$ cat config.mk
export PLATFORM = sky130hd
export DESIGN_NAME = text_density_downscaler_top
export DESIGN_NICKNAME = d
export VERILOG_FILES = /design/src/rtl/tdd_pkg.sv /design/src/rtl/tdd_ram.sv /design/src/rtl/text_density_downscaler_top.sv
export SDC_FILE = /design/constraint.sdc
export NUM_CORES = 2
export LEC_CHECK = 0
export ABC_AREA = 1
export CORE_UTILIZATION = 34
export DETAILED_ROUTE_END_ITERATION = 6
export DONT_BUFFER_PORTS = 1
export PLACE_DENSITY = 0.5
export RECOVER_POWER = 100
export SYNTH_ARGS = -nofsm -noshare
export SYNTH_HDL_FRONTEND = slang
export SYNTH_SLANG_ARGS = --single-unit
$ cat constraint.sdc
create_clock -name clock -period 11 [get_ports clock]
set_clock_uncertainty 0.2 [all_clocks]
set_input_delay 2.2 -clock clock [delete_from_list [all_inputs] [get_ports clock]]
set_output_delay 2.2 -clock clock [all_outputs]
set_load 0.005 [all_outputs]
$ cat src/rtl/tdd_pkg.sv
`timescale 1ns / 1ps

package tdd_pkg;

   // Sizes of the count store and the tab grid
   localparam int MAX_COLUMNS = 64;
   localparam int COL_AW      = $clog2(MAX_COLUMNS);
   localparam int TAB_STOP    = 8;
   localparam int TPH_W       = $clog2(TAB_STOP + 1);

   // Field widths
   localparam int CHAR_W   = 8;
   localparam int COUNT_W  = 8;
   localparam int POS_W    = 14;
   localparam int LINE_W   = 16;
   localparam int CU_W     = 7;
   localparam int HS_W     = 8;
   localparam int VS_W     = 7;
   localparam int LS_W     = 8;
   localparam int COLOUT_W = 6;
   localparam int CLASS_W  = 2;

   // Result request packing in rsp_tdata
   localparam int RSP_DATA_W = 32;
   localparam int COL_LSB    = 0;
   localparam int ROW_LSB    = COL_LSB + COLOUT_W;
   localparam int CLASS_LSB  = ROW_LSB + LINE_W;
   localparam int ALT_BIT    = CLASS_LSB + CLASS_W;
   localparam int RSP_USED_W = ALT_BIT + 1;

   // Configuration port
   localparam int CSR_DATA_W = 32;
   localparam int CSR_ADDR_W = 5;

   // Character codes
   localparam logic [CHAR_W-1:0] CH_LF        = 8'h0A;
   localparam logic [CHAR_W-1:0] CH_CR        = 8'h0D;
   localparam logic [CHAR_W-1:0] CH_TAB       = 8'h09;
   localparam logic [CHAR_W-1:0] CH_SPACE     = 8'h20;
   localparam logic [CHAR_W-1:0] CH_PRINT_LO  = 8'h21;
   localparam logic [CHAR_W-1:0] CH_PRINT_HI  = 8'h7E;
   localparam logic [CHAR_W-1:0] CH_LATIN1_LO = 8'hA0;

   // Density thresholds in percent, and the saturation ceiling
   localparam int PCT_LOW  = 15;
   localparam int PCT_MID  = 40;
   localparam int PCT_HIGH = 70;
   localparam int PCT_UNIT = 100;
   localparam logic [COUNT_W-1:0] COUNT_MAX = 8'd255;

   // Density classes
   typedef enum logic [CLASS_W-1:0] {
      CLS_SPARSE = 2'd0,
      CLS_LOW    = 2'd1,
      CLS_MEDIUM = 2'd2,
      CLS_HIGH   = 2'd3
   } density_type;

   // Register indexes (byte address / 4)
   typedef enum logic [2:0] {
      CSR_COLUMNS    = 3'd0,
      CSR_HSCALE     = 3'd1,
      CSR_VSCALE     = 3'd2,
      CSR_LINE_CHARS = 3'd3,
      CSR_MAX_LINES  = 3'd4,
      CSR_LINE_STEP  = 3'd5
   } csr_index_type;

endpackage

$ cat src/rtl/tdd_ram.sv
`timescale 1ns / 1ps

module tdd_ram #(
   parameter int WIDTH = 8,
   parameter int DEPTH = 64,
   localparam int AW = (DEPTH > 1) ? $clog2(DEPTH) : 1
) (
   input  logic             clock,
   input  logic             we,
   input  logic [AW-1:0]    waddr,
   input  logic [WIDTH-1:0] wdata,
   input  logic             re,
   input  logic [AW-1:0]    raddr,
   output logic [WIDTH-1:0] rdata
);

   logic [WIDTH-1:0] mem_ff [DEPTH];
   logic [WIDTH-1:0] rdata_ff;

   // Write port, and a registered read that holds while not enabled
   always_ff @(posedge clock) begin
      if (we) begin
         mem_ff[waddr] <= wdata;
      end
      if (re) begin
         rdata_ff <= mem_ff[raddr];
      end
   end

   assign rdata = rdata_ff;

endmodule

$ cat src/rtl/text_density_downscaler_top.sv
`timescale 1ns / 1ps

// Text density downscaler. Each request carries one text byte (req_tdata) or, with
// req_tuser set, an end-of-text mark. Per-column saturating counts live in a 64-entry
// synchronous RAM and are updated by read-modify-write (ST_RMW_RD, then ST_RMW_WR) per
// character position. An ordinary byte passes dispatch and a read-modify-write; CR and
// bytes past the line width or line limit pass dispatch only; a tab passes one per
// position it spans. A flush (line feed closing a block, line limit, or end of text)
// reads each column in use (ST_FL_RD, then ST_FL_EV), ends in ST_FL_END, and can stall
// on the result side. After a register write the next request passes a shared
// bit-serial divider that rebuilds the column and row positions from the character
// and line counters. No clearing pass follows reset: per-entry valid bits stand in for
// the zeroed counts. Results leave through an output register, one per column with a
// nonzero count, with rsp_tlast on the last of each flush.
module text_density_downscaler_top
   import tdd_pkg::*;
(
   input  logic                  clock,
   input  logic                  reset,
   // Input requests
   input  logic                  req_tvalid,
   output logic                  req_tready,
   input  logic [7:0]            req_tdata,   // [7:0] char_byte
   input  logic                  req_tuser,   // [0] end_of_text
   // Result requests
   output logic                  rsp_tvalid,
   input  logic                  rsp_tready,
   output logic [RSP_DATA_W-1:0] rsp_tdata,   // [5:0] column, [21:6] row_y,
                                              // [23:22] density_class, [24] alternate_row
   output logic                  rsp_tlast,   // last
   // Configuration port
   input  logic                  csr_psel,
   input  logic                  csr_penable,
   input  logic                  csr_pwrite,
   input  logic [CSR_ADDR_W-1:0] csr_paddr,
   input  logic [CSR_DATA_W-1:0] csr_pwdata,
   output logic [CSR_DATA_W-1:0] csr_prdata,
   output logic                  csr_pready
);

   typedef enum logic [3:0] {
      ST_IDLE,
      ST_DIV_CP,
      ST_DIV_LC,
      ST_DISPATCH,
      ST_RMW_RD,
      ST_RMW_WR,
      ST_FL_RD,
      ST_FL_EV,
      ST_FL_END
   } state_type;

   typedef enum logic [1:0] {
      OP_NONE,
      OP_INC,
      OP_DEC
   } op_type;

   localparam int DIV_W   = 16;
   localparam int DIVC_W  = $clog2(DIV_W);
   localparam int REM_W   = HS_W + 1;
   localparam int P_W     = HS_W + VS_W;
   localparam int THR_W   = P_W + 7;
   localparam int C100_W  = COUNT_W + 7;
   localparam int SCAN_W  = COL_AW + 1;

   // Configuration registers
   logic [CU_W-1:0]   cu_ff;
   logic [HS_W-1:0]   hs_ff;
   logic [VS_W-1:0]   vs_ff;
   logic [POS_W-1:0]  lc_ff;
   logic [LINE_W-1:0] ml_ff;
   logic [LS_W-1:0]   ls_ff;
   logic              csr_write;
   csr_index_type     csr_index;

   assign csr_pready = 1'b1;
   assign csr_write  = csr_psel && csr_penable && csr_pwrite && csr_pready;
   assign csr_index  = csr_index_type'(csr_paddr[4:2]);

   // Take register writes
   always_ff @(posedge clock) begin
      if (reset) begin
         cu_ff <= CU_W'(MAX_COLUMNS);
         hs_ff <= 8'd2;
         vs_ff <= 7'd1;
         lc_ff <= 14'd128;
         ml_ff <= 16'd32;
         ls_ff <= 8'd1;
      end else if (csr_write) begin
         unique case (csr_index)
            CSR_COLUMNS:    cu_ff <= csr_pwdata[CU_W-1:0];
            CSR_HSCALE:     hs_ff <= csr_pwdata[HS_W-1:0];
            CSR_VSCALE:     vs_ff <= csr_pwdata[VS_W-1:0];
            CSR_LINE_CHARS: lc_ff <= csr_pwdata[POS_W-1:0];
            CSR_MAX_LINES:  ml_ff <= csr_pwdata[LINE_W-1:0];
            CSR_LINE_STEP:  ls_ff <= csr_pwdata[LS_W-1:0];
            default: ;
         endcase
      end
   end

   // Read back registers
   always_comb begin
      csr_prdata = '0;
      unique case (csr_index)
         CSR_COLUMNS:    csr_prdata = CSR_DATA_W'(cu_ff);
         CSR_HSCALE:     csr_prdata = CSR_DATA_W'(hs_ff);
         CSR_VSCALE:     csr_prdata = CSR_DATA_W'(vs_ff);
         CSR_LINE_CHARS: csr_prdata = CSR_DATA_W'(lc_ff);
         CSR_MAX_LINES:  csr_prdata = CSR_DATA_W'(ml_ff);
         CSR_LINE_STEP:  csr_prdata = CSR_DATA_W'(ls_ff);
         default:        csr_prdata = '0;
      endcase
   end

   // Effective settings: zero acts as one for the scales and limits, columns capped
   logic [HS_W-1:0]   hs_eff;
   logic [VS_W-1:0]   vs_eff;
   logic [POS_W-1:0]  lc_eff;
   logic [LINE_W-1:0] ml_eff;
   logic [LS_W-1:0]   ls_eff;
   logic [CU_W-1:0]   cols_eff;

   assign hs_eff   = (hs_ff == '0) ? HS_W'(1) : hs_ff;
   assign vs_eff   = (vs_ff == '0) ? VS_W'(1) : vs_ff;
   assign lc_eff   = (lc_ff == '0) ? POS_W'(1) : lc_ff;
   assign ml_eff   = (ml_ff == '0) ? LINE_W'(1) : ml_ff;
   assign ls_eff   = (ls_ff == '0) ? LS_W'(1) : ls_ff;
   assign cols_eff = (cu_ff > CU_W'(MAX_COLUMNS)) ? CU_W'(MAX_COLUMNS) : cu_ff;

   // Control and datapath registers
   state_type           state_ff, state_in;
   op_type              op_ff, op_in;
   logic                dirty_ff, dirty_in;
   logic [CHAR_W-1:0]   ch_ff, ch_in;
   logic                end_ff, end_in;
   logic [POS_W-1:0]    cp_ff, cp_in;
   logic [POS_W-1:0]    col_ff, col_in;
   logic [HS_W-1:0]     sub_ff, sub_in;
   logic [TPH_W-1:0]    tph_ff, tph_in;
   logic [POS_W-1:0]    stop_ff, stop_in;
   logic [LINE_W-1:0]   line_ff, line_in;
   logic [LINE_W-1:0]   row_ff, row_in;
   logic [VS_W-1:0]     lsub_ff, lsub_in;
   logic [MAX_COLUMNS-1:0] valid_ff, valid_in;
   logic [DIVC_W-1:0]   dcnt_ff, dcnt_in;
   logic [REM_W-1:0]    drem_ff, drem_in;
   logic [DIV_W-1:0]    dquo_ff, dquo_in;
   logic [SCAN_W-1:0]   scan_ff, scan_in;
   logic [LINE_W-1:0]   y_ff, y_in;
   logic                pend_ff, pend_in;
   logic [COLOUT_W-1:0] pcol_ff, pcol_in;
   density_type         pcls_ff, pcls_in;
   logic                rsp_valid_ff, rsp_valid_in;
   logic [COLOUT_W-1:0] rsp_col_ff, rsp_col_in;
   logic [LINE_W-1:0]   rsp_row_ff, rsp_row_in;
   density_type         rsp_cls_ff, rsp_cls_in;
   logic                rsp_last_ff, rsp_last_in;
   logic [P_W-1:0]      p_ff;
   logic [THR_W-1:0]    t15_ff, t40_ff, t70_ff;

   // Count store
   logic                ram_we;
   logic [COL_AW-1:0]   ram_waddr;
   logic [COUNT_W-1:0]  ram_wdata;
   logic                ram_re;
   logic [COL_AW-1:0]   ram_raddr;
   logic [COUNT_W-1:0]  ram_q;

   tdd_ram #(
      .WIDTH (COUNT_W),
      .DEPTH (MAX_COLUMNS)
   ) u_counts (
      .clock (clock),
      .we    (ram_we),
      .waddr (ram_waddr),
      .wdata (ram_wdata),
      .re    (ram_re),
      .raddr (ram_raddr),
      .rdata (ram_q)
   );

   // Divider step shared by the position and line recomputes
   logic [REM_W-1:0] div_shift;
   logic [REM_W-1:0] div_divisor;
   logic             div_bit;
   logic [REM_W-1:0] div_rem_next;
   logic [DIV_W-1:0] div_quo_next;

   assign div_divisor  = (state_ff == ST_DIV_CP) ? REM_W'(hs_eff) : REM_W'(vs_eff);
   assign div_shift    = {drem_ff[REM_W-2:0], dquo_ff[DIV_W-1]};
   assign div_bit      = (div_shift >= div_divisor);
   assign div_rem_next = div_bit ? (div_shift - div_divisor) : div_shift;
   assign div_quo_next = {dquo_ff[DIV_W-2:0], div_bit};

   // Character decode
   logic printable;
   assign printable = ((ch_ff >= CH_PRINT_LO) && (ch_ff <= CH_PRINT_HI)) ||
                      (ch_ff >= CH_LATIN1_LO);

   // Tab stop, capped at the line width
   logic [TPH_W-1:0] tab_room;
   logic [POS_W:0]   tab_next;
   logic [POS_W-1:0] tab_stop;
   assign tab_room = TPH_W'(TAB_STOP) - tph_ff;
   assign tab_next = {1'b0, cp_ff} + (POS_W+1)'(tab_room);
   assign tab_stop = (tab_next > {1'b0, lc_eff}) ? lc_eff : tab_next[POS_W-1:0];

   // Counter stepping
   logic [LINE_W-1:0] line_inc;
   logic              lsub_wrap;
   logic [POS_W-1:0]  cp_inc;
   logic              in_range;
   logic [LINE_W+LS_W-1:0] y_prod;
   assign line_inc  = line_ff + LINE_W'(1);
   assign lsub_wrap = ((lsub_ff + VS_W'(1)) == vs_eff);
   assign cp_inc    = cp_ff + POS_W'(1);
   assign in_range  = (col_ff < POS_W'(cols_eff));
   assign y_prod    = row_ff * ls_eff;

   // Stored count, zero where never written since the last clear
   logic [COL_AW-1:0]  rd_index;
   logic [COUNT_W-1:0] cur_val;
   logic [COUNT_W-1:0] mod_val;
   assign rd_index = (state_ff == ST_RMW_WR) ? col_ff[COL_AW-1:0] : scan_ff[COL_AW-1:0];
   assign cur_val  = valid_ff[rd_index] ? ram_q : '0;

   always_comb begin
      mod_val = cur_val;
      case (op_ff)
         OP_INC:  mod_val = (cur_val == COUNT_MAX) ? cur_val : cur_val + COUNT_W'(1);
         OP_DEC:  mod_val = (cur_val == '0) ? cur_val : cur_val - COUNT_W'(1);
         default: mod_val = cur_val;
      endcase
   end

   // Density class against thresholds scaled by hscale * vscale
   logic [C100_W-1:0] cnt100;
   density_type       cls_now;
   assign cnt100 = C100_W'(cur_val) * C100_W'(PCT_UNIT);

   always_comb begin
      if ((cur_val == COUNT_W'(1)) || (THR_W'(cnt100) < t15_ff)) begin
         cls_now = CLS_SPARSE;
      end else if (THR_W'(cnt100) < t40_ff) begin
         cls_now = CLS_LOW;
      end else if (THR_W'(cnt100) < t70_ff) begin
         cls_now = CLS_MEDIUM;
      end else begin
         cls_now = CLS_HIGH;
      end
   end

   logic out_free;
   assign out_free = !rsp_valid_ff || rsp_tready;

   // Next state
   always_comb begin
      state_in     = state_ff;
      op_in        = op_ff;
      dirty_in     = dirty_ff;
      ch_in        = ch_ff;
      end_in       = end_ff;
      cp_in        = cp_ff;
      col_in       = col_ff;
      sub_in       = sub_ff;
      tph_in       = tph_ff;
      stop_in      = stop_ff;
      line_in      = line_ff;
      row_in       = row_ff;
      lsub_in      = lsub_ff;
      valid_in     = valid_ff;
      dcnt_in      = dcnt_ff;
      drem_in      = drem_ff;
      dquo_in      = dquo_ff;
      scan_in      = scan_ff;
      y_in         = y_ff;
      pend_in      = pend_ff;
      pcol_in      = pcol_ff;
      pcls_in      = pcls_ff;
      rsp_col_in   = rsp_col_ff;
      rsp_row_in   = rsp_row_ff;
      rsp_cls_in   = rsp_cls_ff;
      rsp_last_in  = rsp_last_ff;
      rsp_valid_in = rsp_tready ? 1'b0 : rsp_valid_ff;
      ram_we       = 1'b0;
      ram_waddr    = col_ff[COL_AW-1:0];
      ram_wdata    = mod_val;
      ram_re       = 1'b0;
      ram_raddr    = col_ff[COL_AW-1:0];
      req_tready   = 1'b0;

      unique case (state_ff)
         // Take a request; rebuild positions first after a register write
         ST_IDLE: begin
            req_tready = 1'b1;
            if (req_tvalid) begin
               ch_in  = req_tdata;
               end_in = req_tuser;
               if (dirty_ff) begin
                  dquo_in  = DIV_W'(cp_ff);
                  drem_in  = '0;
                  dcnt_in  = '0;
                  state_in = ST_DIV_CP;
               end else begin
                  state_in = ST_DISPATCH;
               end
            end
         end

         // Column and offset within it from the character position
         ST_DIV_CP: begin
            dquo_in = div_quo_next;
            drem_in = div_rem_next;
            dcnt_in = dcnt_ff + DIVC_W'(1);
            if (dcnt_ff == DIVC_W'(DIV_W - 1)) begin
               col_in   = div_quo_next[POS_W-1:0];
               sub_in   = div_rem_next[HS_W-1:0];
               dquo_in  = line_ff;
               drem_in  = '0;
               dcnt_in  = '0;
               state_in = ST_DIV_LC;
            end
         end

         // Row and line within it from the line count
         ST_DIV_LC: begin
            dquo_in = div_quo_next;
            drem_in = div_rem_next;
            dcnt_in = dcnt_ff + DIVC_W'(1);
            if (dcnt_ff == DIVC_W'(DIV_W - 1)) begin
               row_in   = div_quo_next;
               lsub_in  = div_rem_next[VS_W-1:0];
               dirty_in = 1'b0;
               state_in = ST_DISPATCH;
            end
         end

         // Decide what the request does
         ST_DISPATCH: begin
            scan_in  = '0;
            y_in     = y_prod[LINE_W-1:0];
            state_in = ST_IDLE;
            if (end_ff) begin
               if ((line_ff < ml_eff) && (lsub_ff != '0)) begin
                  state_in = (cols_eff == '0) ? ST_FL_END : ST_FL_RD;
               end else begin
                  valid_in = '0;
                  cp_in    = '0;
                  col_in   = '0;
                  sub_in   = '0;
                  tph_in   = '0;
                  line_in  = '0;
                  row_in   = '0;
                  lsub_in  = '0;
               end
            end else if (line_ff >= ml_eff) begin
               state_in = ST_IDLE;
            end else if (ch_ff == CH_LF) begin
               line_in = line_inc;
               cp_in   = '0;
               col_in  = '0;
               sub_in  = '0;
               tph_in  = '0;
               if (lsub_wrap) begin
                  lsub_in = '0;
                  row_in  = row_ff + LINE_W'(1);
               end else begin
                  lsub_in = lsub_ff + VS_W'(1);
               end
               if (lsub_wrap || (line_inc >= ml_eff)) begin
                  state_in = (cols_eff == '0) ? ST_FL_END : ST_FL_RD;
               end
            end else if (ch_ff == CH_CR) begin
               state_in = ST_IDLE;
            end else if (ch_ff == CH_TAB) begin
               if (cp_ff < tab_stop) begin
                  stop_in  = tab_stop;
                  op_in    = OP_DEC;
                  state_in = ST_RMW_RD;
               end
            end else if (cp_ff < lc_eff) begin
               stop_in = cp_inc;
               if (printable) begin
                  op_in = OP_INC;
               end else if (ch_ff == CH_SPACE) begin
                  op_in = OP_DEC;
               end else begin
                  op_in = OP_NONE;
               end
               state_in = ST_RMW_RD;
            end
         end

         // Fetch the count of the current column
         ST_RMW_RD: begin
            ram_re   = 1'b1;
            state_in = ST_RMW_WR;
         end

         // Write back the updated count and advance one position
         ST_RMW_WR: begin
            if (in_range && (op_ff != OP_NONE)) begin
               ram_we                       = 1'b1;
               valid_in[col_ff[COL_AW-1:0]] = 1'b1;
            end
            cp_in  = cp_inc;
            tph_in = ((tph_ff + TPH_W'(1)) == TPH_W'(TAB_STOP)) ? '0 : tph_ff + TPH_W'(1);
            if ((sub_ff + HS_W'(1)) == hs_eff) begin
               sub_in = '0;
               col_in = col_ff + POS_W'(1);
            end else begin
               sub_in = sub_ff + HS_W'(1);
            end
            state_in = (cp_inc < stop_ff) ? ST_RMW_RD : ST_IDLE;
         end

         // Scan the columns in use
         ST_FL_RD: begin
            ram_re    = 1'b1;
            ram_raddr = scan_ff[COL_AW-1:0];
            state_in  = ST_FL_EV;
         end

         // Hold one result back so the last of the flush can be marked
         ST_FL_EV: begin
            if ((cur_val == '0) || !pend_ff || out_free) begin
               if (cur_val != '0) begin
                  if (pend_ff) begin
                     rsp_valid_in = 1'b1;
                     rsp_col_in   = pcol_ff;
                     rsp_cls_in   = pcls_ff;
                     rsp_row_in   = y_ff;
                     rsp_last_in  = 1'b0;
                  end
                  pend_in = 1'b1;
                  pcol_in = scan_ff[COLOUT_W-1:0];
                  pcls_in = cls_now;
               end
               scan_in  = scan_ff + SCAN_W'(1);
               state_in = ((scan_ff + SCAN_W'(1)) < SCAN_W'(cols_eff)) ? ST_FL_RD : ST_FL_END;
            end
         end

         // Send the held result as last, drop the counts
         ST_FL_END: begin
            if (!pend_ff || out_free) begin
               if (pend_ff) begin
                  rsp_valid_in = 1'b1;
                  rsp_col_in   = pcol_ff;
                  rsp_cls_in   = pcls_ff;
                  rsp_row_in   = y_ff;
                  rsp_last_in  = 1'b1;
                  pend_in      = 1'b0;
               end
               valid_in = '0;
               if (end_ff) begin
                  cp_in   = '0;
                  col_in  = '0;
                  sub_in  = '0;
                  tph_in  = '0;
                  line_in = '0;
                  row_in  = '0;
                  lsub_in = '0;
               end
               state_in = ST_IDLE;
            end
         end

         default: state_in = ST_IDLE;
      endcase

      if (csr_write) begin
         dirty_in = 1'b1;
      end
   end

   // Hold state and registered outputs
   always_ff @(posedge clock) begin
      if (reset) begin
         state_ff     <= ST_IDLE;
         dirty_ff     <= 1'b0;
         cp_ff        <= '0;
         col_ff       <= '0;
         sub_ff       <= '0;
         tph_ff       <= '0;
         line_ff      <= '0;
         row_ff       <= '0;
         lsub_ff      <= '0;
         valid_ff     <= '0;
         pend_ff      <= 1'b0;
         rsp_valid_ff <= 1'b0;
      end else begin
         state_ff     <= state_in;
         dirty_ff     <= dirty_in;
         cp_ff        <= cp_in;
         col_ff       <= col_in;
         sub_ff       <= sub_in;
         tph_ff       <= tph_in;
         line_ff      <= line_in;
         row_ff       <= row_in;
         lsub_ff      <= lsub_in;
         valid_ff     <= valid_in;
         pend_ff      <= pend_in;
         rsp_valid_ff <= rsp_valid_in;
      end
      op_ff       <= op_in;
      ch_ff       <= ch_in;
      end_ff      <= end_in;
      stop_ff     <= stop_in;
      dcnt_ff     <= dcnt_in;
      drem_ff     <= drem_in;
      dquo_ff     <= dquo_in;
      scan_ff     <= scan_in;
      y_ff        <= y_in;
      pcol_ff     <= pcol_in;
      pcls_ff     <= pcls_in;
      rsp_col_ff  <= rsp_col_in;
      rsp_row_ff  <= rsp_row_in;
      rsp_cls_ff  <= rsp_cls_in;
      rsp_last_ff <= rsp_last_in;
   end

   // Keep the class thresholds in step with the scales
   always_ff @(posedge clock) begin
      p_ff   <= hs_eff * vs_eff;
      t15_ff <= THR_W'(p_ff) * THR_W'(PCT_LOW);
      t40_ff <= THR_W'(p_ff) * THR_W'(PCT_MID);
      t70_ff <= THR_W'(p_ff) * THR_W'(PCT_HIGH);
   end

   // Drive the result port
   assign rsp_tvalid = rsp_valid_ff;
   assign rsp_tlast  = rsp_last_ff;
   assign rsp_tdata  = {(RSP_DATA_W - RSP_USED_W)'(0), rsp_row_ff[0], rsp_cls_ff,
                        rsp_row_ff, rsp_col_ff};

endmodule

==> run summary <==
The dominant combinational cell family by area after synthesis is adder cells. Clock tree synthesis found a total of just over 900 sinks. The initial DRC count is 2566.

In this run the critical register-to-register path is launched from state_ff[2]. The maximum number of pins on one net before global-route repair came out at ~110. The horizontal extent of the die came out at ~380 um. The largest individual stage delay along the critical path comes from the cell sky130_fd_sc_hd__clkbuf_1. The startpoint identified for the worst hold timing path is y_ff[10].

The number of slew-limit violations in the final report is ~500. The number of enable-type register cells in the synthesized netlist came out at approximately 630. The top achievable clock speed came out at approximately 110 MHz.

The last weighted congestion value of the routability-driven placer is between 0.8 and 0.9. The number of warning messages in the yosys log is 0. Across every metal layer, demand over resource in global routing totals between 10% and 20%. The detailed placement HPWL is 91600 um. The signed area change from the synthesized netlist to the final layout is 10.4%.

The floorplan step set the die height to between 300 and 400 um. The leakage dissipation is between 20 and 25 nW. Synthesis instantiated 58 different standard cells from the library. For this run the aggregate overflow at the end of global routing stands at 0.

The headroom to the max-slew limit is -209%. The total negative setup slack is 0 ns. In the routed layout, each cell is associated on average with a via count of just over 5. The first detailed-routing pass took 5 iterations. The final instance area is between 50000 and 60000 um^2. The final count of hold timing violations came out at 0. The cell chosen for the clock root is sky130_fd_sc_hd__clkbuf_16. The post-cts repair resize count is 0. The largest driver fanout on the critical path came out at 64.

The area fraction in compound gates after synthesis came out at between 10% and 20%. The proportion of synthesized area in mux cells came out at 0%. The number of antenna diodes in the final layout is 0. The floorplan has 139 rows. The clock slew at the register clock pins of the worst setup and hold paths came out at 0.07 ns. The number of antenna violations at the first check in global routing is 2.

The sum of routed wire length over all layers came out at approximately 140000 um. The total setup buffers inserted after CTS came out at 0. Detailed routing inserted a total of between 30000 and 40000 vias. The checks that failed: max-capacitance violations, max-slew violations. For this configuration, the core starts out at a cell density of roughly a third. In this run the standard cell core region covers between 100000 and 150000 um^2. Among all flip-flop cells after synthesis, the most frequent one is sky130_fd_sc_hd__edfxtp_1. The worst path in the final design needs a cycle of around 8.8 ns, including I/O delays and setup. The clock insertion delay at the later pin of the skew report is between 0.7 and 0.8 ns. The instance area after placement is 51900 um^2. The most frequent cell on the critical path is sky130_fd_sc_hd__nand2_1.

The async set-or-reset flop fraction in the synthesized netlist came out at 0%. The path type of the worst min-delay path is reg2reg. The most critical setup path has its startpoint at state_ff[2]. The power per cell area came out at 211 nW/um^2.

The first global-routing pass estimated 211000 um of wire. The post-synthesis sequential element count is roughly 910. The largest buffer count on any clock path is 3.

The number of standard cells after synthesis came out at 5145. The signal arrival time at the worst endpoint is ~8.6 ns. The post-synth design cell area is 49700 um^2. Pin placement for this block handled between 100 and 150 I/O pins. The number of global-route vias before repair came to approximately 35000. After clock tree synthesis, the flow added hold-fix buffers numbering 0. The parity-gate share of the synthesized area counting xor and xnor cells came out at approximately 2.7%.

The flow ran to the end, but the final reports show violations. The fraction of the yosys area taken by sequential cells came out at approximately half. The most common cell after layout, fill and taps aside is sky130_fd_sc_hd__edfxtp_1. STA classifies the critical path startpoint as a flip-flop. STA puts the critical path data required time at 10.87 ns. The count of buffers inserted at the top-level ports came out at 0.

The post-route DRC violation count came out at 0. By startpoint and endpoint, the worst setup path is classified as reg2reg. The floorplan step defined a die boundary enclosing 148000 um^2.

The slew at the pin closest to its max-slew limit is ~4.6 ns. The tool flagged a number of max-cap violations equal to 11. The routed wirelength normalized by instance count came out at approximately 19 um. The worst stage delay on the critical path came out at 2.19 ns. The fraction of layout cells with a size suffix above 1 is roughly 4.3%. Setup repair after global routing left no endpoint under its margin. The fraction of the mapped netlist area in simple logic gates came out at roughly an eighth. The detail route stage leaves a number of antenna-violating nets equal to 0. The adder and majority cell fraction of the synthesized area is approximately 14%. The synthesized design spends more area on one cell type than any other, namely sky130_fd_sc_hd__edfxtp_1. The number of nets in the layout came out at 5644. The ratio of final minimum period to clock period is 79.6%.

The library cells used most frequently in the layout, excluding fill and tap cells, are sky130_fd_sc_hd__edfxtp_1, sky130_fd_sc_hd__inv_1, sky130_fd_sc_hd__nand2_1. The signal on the critical path passes through clkinv_1, nor2_1, nand2_1, nand2_1, nand2_1, nand2_1, nand3_1, nand3_1, nand2_1, nand2_1, nand3_1, nand3_1, nand2_1, nor2_1, inv_1, ha_1, nand2_1, inv_1, nand3_1, nand3_1, nor2_1, a21oi_1, o31ai_4, clkbuf_1. The number of buffers and inverters on the critical path came out at 4. The final-report setup violation count is 0.

Of the post-synthesis cell area, the dominant cell type holds approximately two fifths. A synthesized cell averages 9.66 um^2. The number of buffers added by the clock tree synthesis step came out at 100. The highest ir drop seen on vdd came out at 0.170 mV. The number of H-tree levels came out at 3. TritonCTS built the clock tree. In the post-synthesis netlist, the biggest area contributors are sky130_fd_sc_hd__edfxtp_1, sky130_fd_sc_hd__dfxtp_1, sky130_fd_sc_hd__ha_1.

The kind of cell with the highest combined delay along the critical path is simple AND/OR/NAND/NOR gates. The worst setup path is captured at a flip-flop.
final cells by class:
class,count,area [um^2]
tap,1903,2380
fill,14400,89500
timing repair buffer,91,447
inverter,622,2340
sequential,909,24500
clock buffer,125,2710
clock inverter,65,599
multi-input combinational,3382,21900
per-layer routing:
| layer | track usage, % | share of wire [%] | up-vias |
|---|---|---|---|
| li1 | - | - | 17700 |
| met1 | 25.1 | 45 | 17700 |
| met2 | 29.9 | 46 | 888 |
| met3 | 3.37 | 6.1 | 189 |
| met4 | 5.77 | 2.7 | 4 |
| met5 | 0 | 0.021 | - |
final timing paths:
| kind | to | slack [ns] | depth (start not counted) |
|---|---|---|---|
| min | rsp_row_ff[10] | 0.21 | 0 |
| max | u_counts.mem_ff[5][6] | 2.24 | 24 |
| min reg2reg | rsp_row_ff[10] | 0.21 | 0 |
| max reg2reg | u_counts.mem_ff[5][6] | 2.24 | 24 |
cell usage after synthesis (7+ instances only):
cell / n
sky130_fd_sc_hd__nand3_1: 209
sky130_fd_sc_hd__a22oi_1: 31
sky130_fd_sc_hd__fa_1: 133
sky130_fd_sc_hd__a32oi_1: 9
sky130_fd_sc_hd__clkbuf_1: 201
sky130_fd_sc_hd__o21ai_0: 465
sky130_fd_sc_hd__buf_2: 21
sky130_fd_sc_hd__ha_1: 352
sky130_fd_sc_hd__a21boi_0: 7
sky130_fd_sc_hd__dfxtp_1: 280
sky130_fd_sc_hd__nand4_1: 40
sky130_fd_sc_hd__o221ai_1: 79
sky130_fd_sc_hd__edfxtp_1: 629
sky130_fd_sc_hd__inv_1: 604
sky130_fd_sc_hd__a31oi_1: 76
sky130_fd_sc_hd__nor2_1: 554
sky130_fd_sc_hd__o21ai_1: 9
sky130_fd_sc_hd__o21bai_1: 9
sky130_fd_sc_hd__inv_2: 14
sky130_fd_sc_hd__xnor2_1: 40
sky130_fd_sc_hd__nor3_1: 105
sky130_fd_sc_hd__o22ai_1: 85
sky130_fd_sc_hd__o211ai_1: 81
sky130_fd_sc_hd__nand2_1: 598
sky130_fd_sc_hd__xor2_1: 112
sky130_fd_sc_hd__buf_4: 26
sky130_fd_sc_hd__nor4_1: 14
sky130_fd_sc_hd__o21a_1: 9
sky130_fd_sc_hd__a211oi_1: 11
sky130_fd_sc_hd__a21oi_1: 264
report_power, final:
part	internal (W)	total [W]	switching (W)
Combinational	0.00112	0.00397	0.00285
Sequential	0.00403	0.00426	0.000230
Clock	0.00190	0.00337	0.00147
kinds of logic after synthesis:
logic type | count (synthesis)
xor gates and xnor gates | 152
AOI/OAI and AO/OA | 1171
adders and majority gates | 485
and+or+nand+nor | 1550
buffers and inverters | 876
other | 2
DFF | 909
worst reg2reg max path, stage by stage (launching register included):
cell and delay (ns):
sky130_fd_sc_hd__dfxtp_1 0.36, sky130_fd_sc_hd__clkinv_1 0.08, sky130_fd_sc_hd__nor2_1 0.29, sky130_fd_sc_hd__nand2_1 0.74, sky130_fd_sc_hd__nand2_1 0.44, sky130_fd_sc_hd__nand2_1 0.68
sky130_fd_sc_hd__nand2_1 0.25, sky130_fd_sc_hd__nand3_1 0.10, sky130_fd_sc_hd__nand3_1 0.12, sky130_fd_sc_hd__nand2_1 0.07, sky130_fd_sc_hd__nand2_1 0.07, sky130_fd_sc_hd__nand3_1 0.08
sky130_fd_sc_hd__nand3_1 0.31, sky130_fd_sc_hd__nand2_1 0.19, sky130_fd_sc_hd__nor2_1 0.40, sky130_fd_sc_hd__inv_1 0.13, sky130_fd_sc_hd__ha_1 0.26, sky130_fd_sc_hd__nand2_1 0.09
sky130_fd_sc_hd__inv_1 0.06, sky130_fd_sc_hd__nand3_1 0.32, sky130_fd_sc_hd__nand3_1 0.17, sky130_fd_sc_hd__nor2_1 0.16, sky130_fd_sc_hd__a21oi_1 0.11, sky130_fd_sc_hd__o31ai_4 0.21
sky130_fd_sc_hd__clkbuf_1 2.19
stage by stage:
stage / hold WS, ns / total power [W] / setup slack (ns) / util, % / cells
final: 0.215 / 0.0116 / 2.24 / 38.0 / 7097
after global routing: 0.224 / 0.0123 / 1.41 / 38.0 / 7097
after CTS: 0.217 / 0.0117 / 3.41 / 38.3 / 7097
after detailed placement: 0.205 / 0.00831 / 3.50 / 36.0 / 6907
after global placement: 0.204 / 0.00827 / 3.56 / 36.0 / 6907
after floorplan: 0.200 / 0.00690 / 4.61 / - / 5167
flip-flops by register name, indices dropped and copies added, names as in the netlist, 15 cells and up:
name,flops
dquo_ff,16
line_ff,16
ml_ff,16
p_ff,15
row_ff,16
rsp_row_ff,16
t15_ff,17
t40_ff,17
t70_ff,21
u_counts.mem_ff,512
valid_ff,64
y_ff,16
Power figures use the tool's default switching activity.
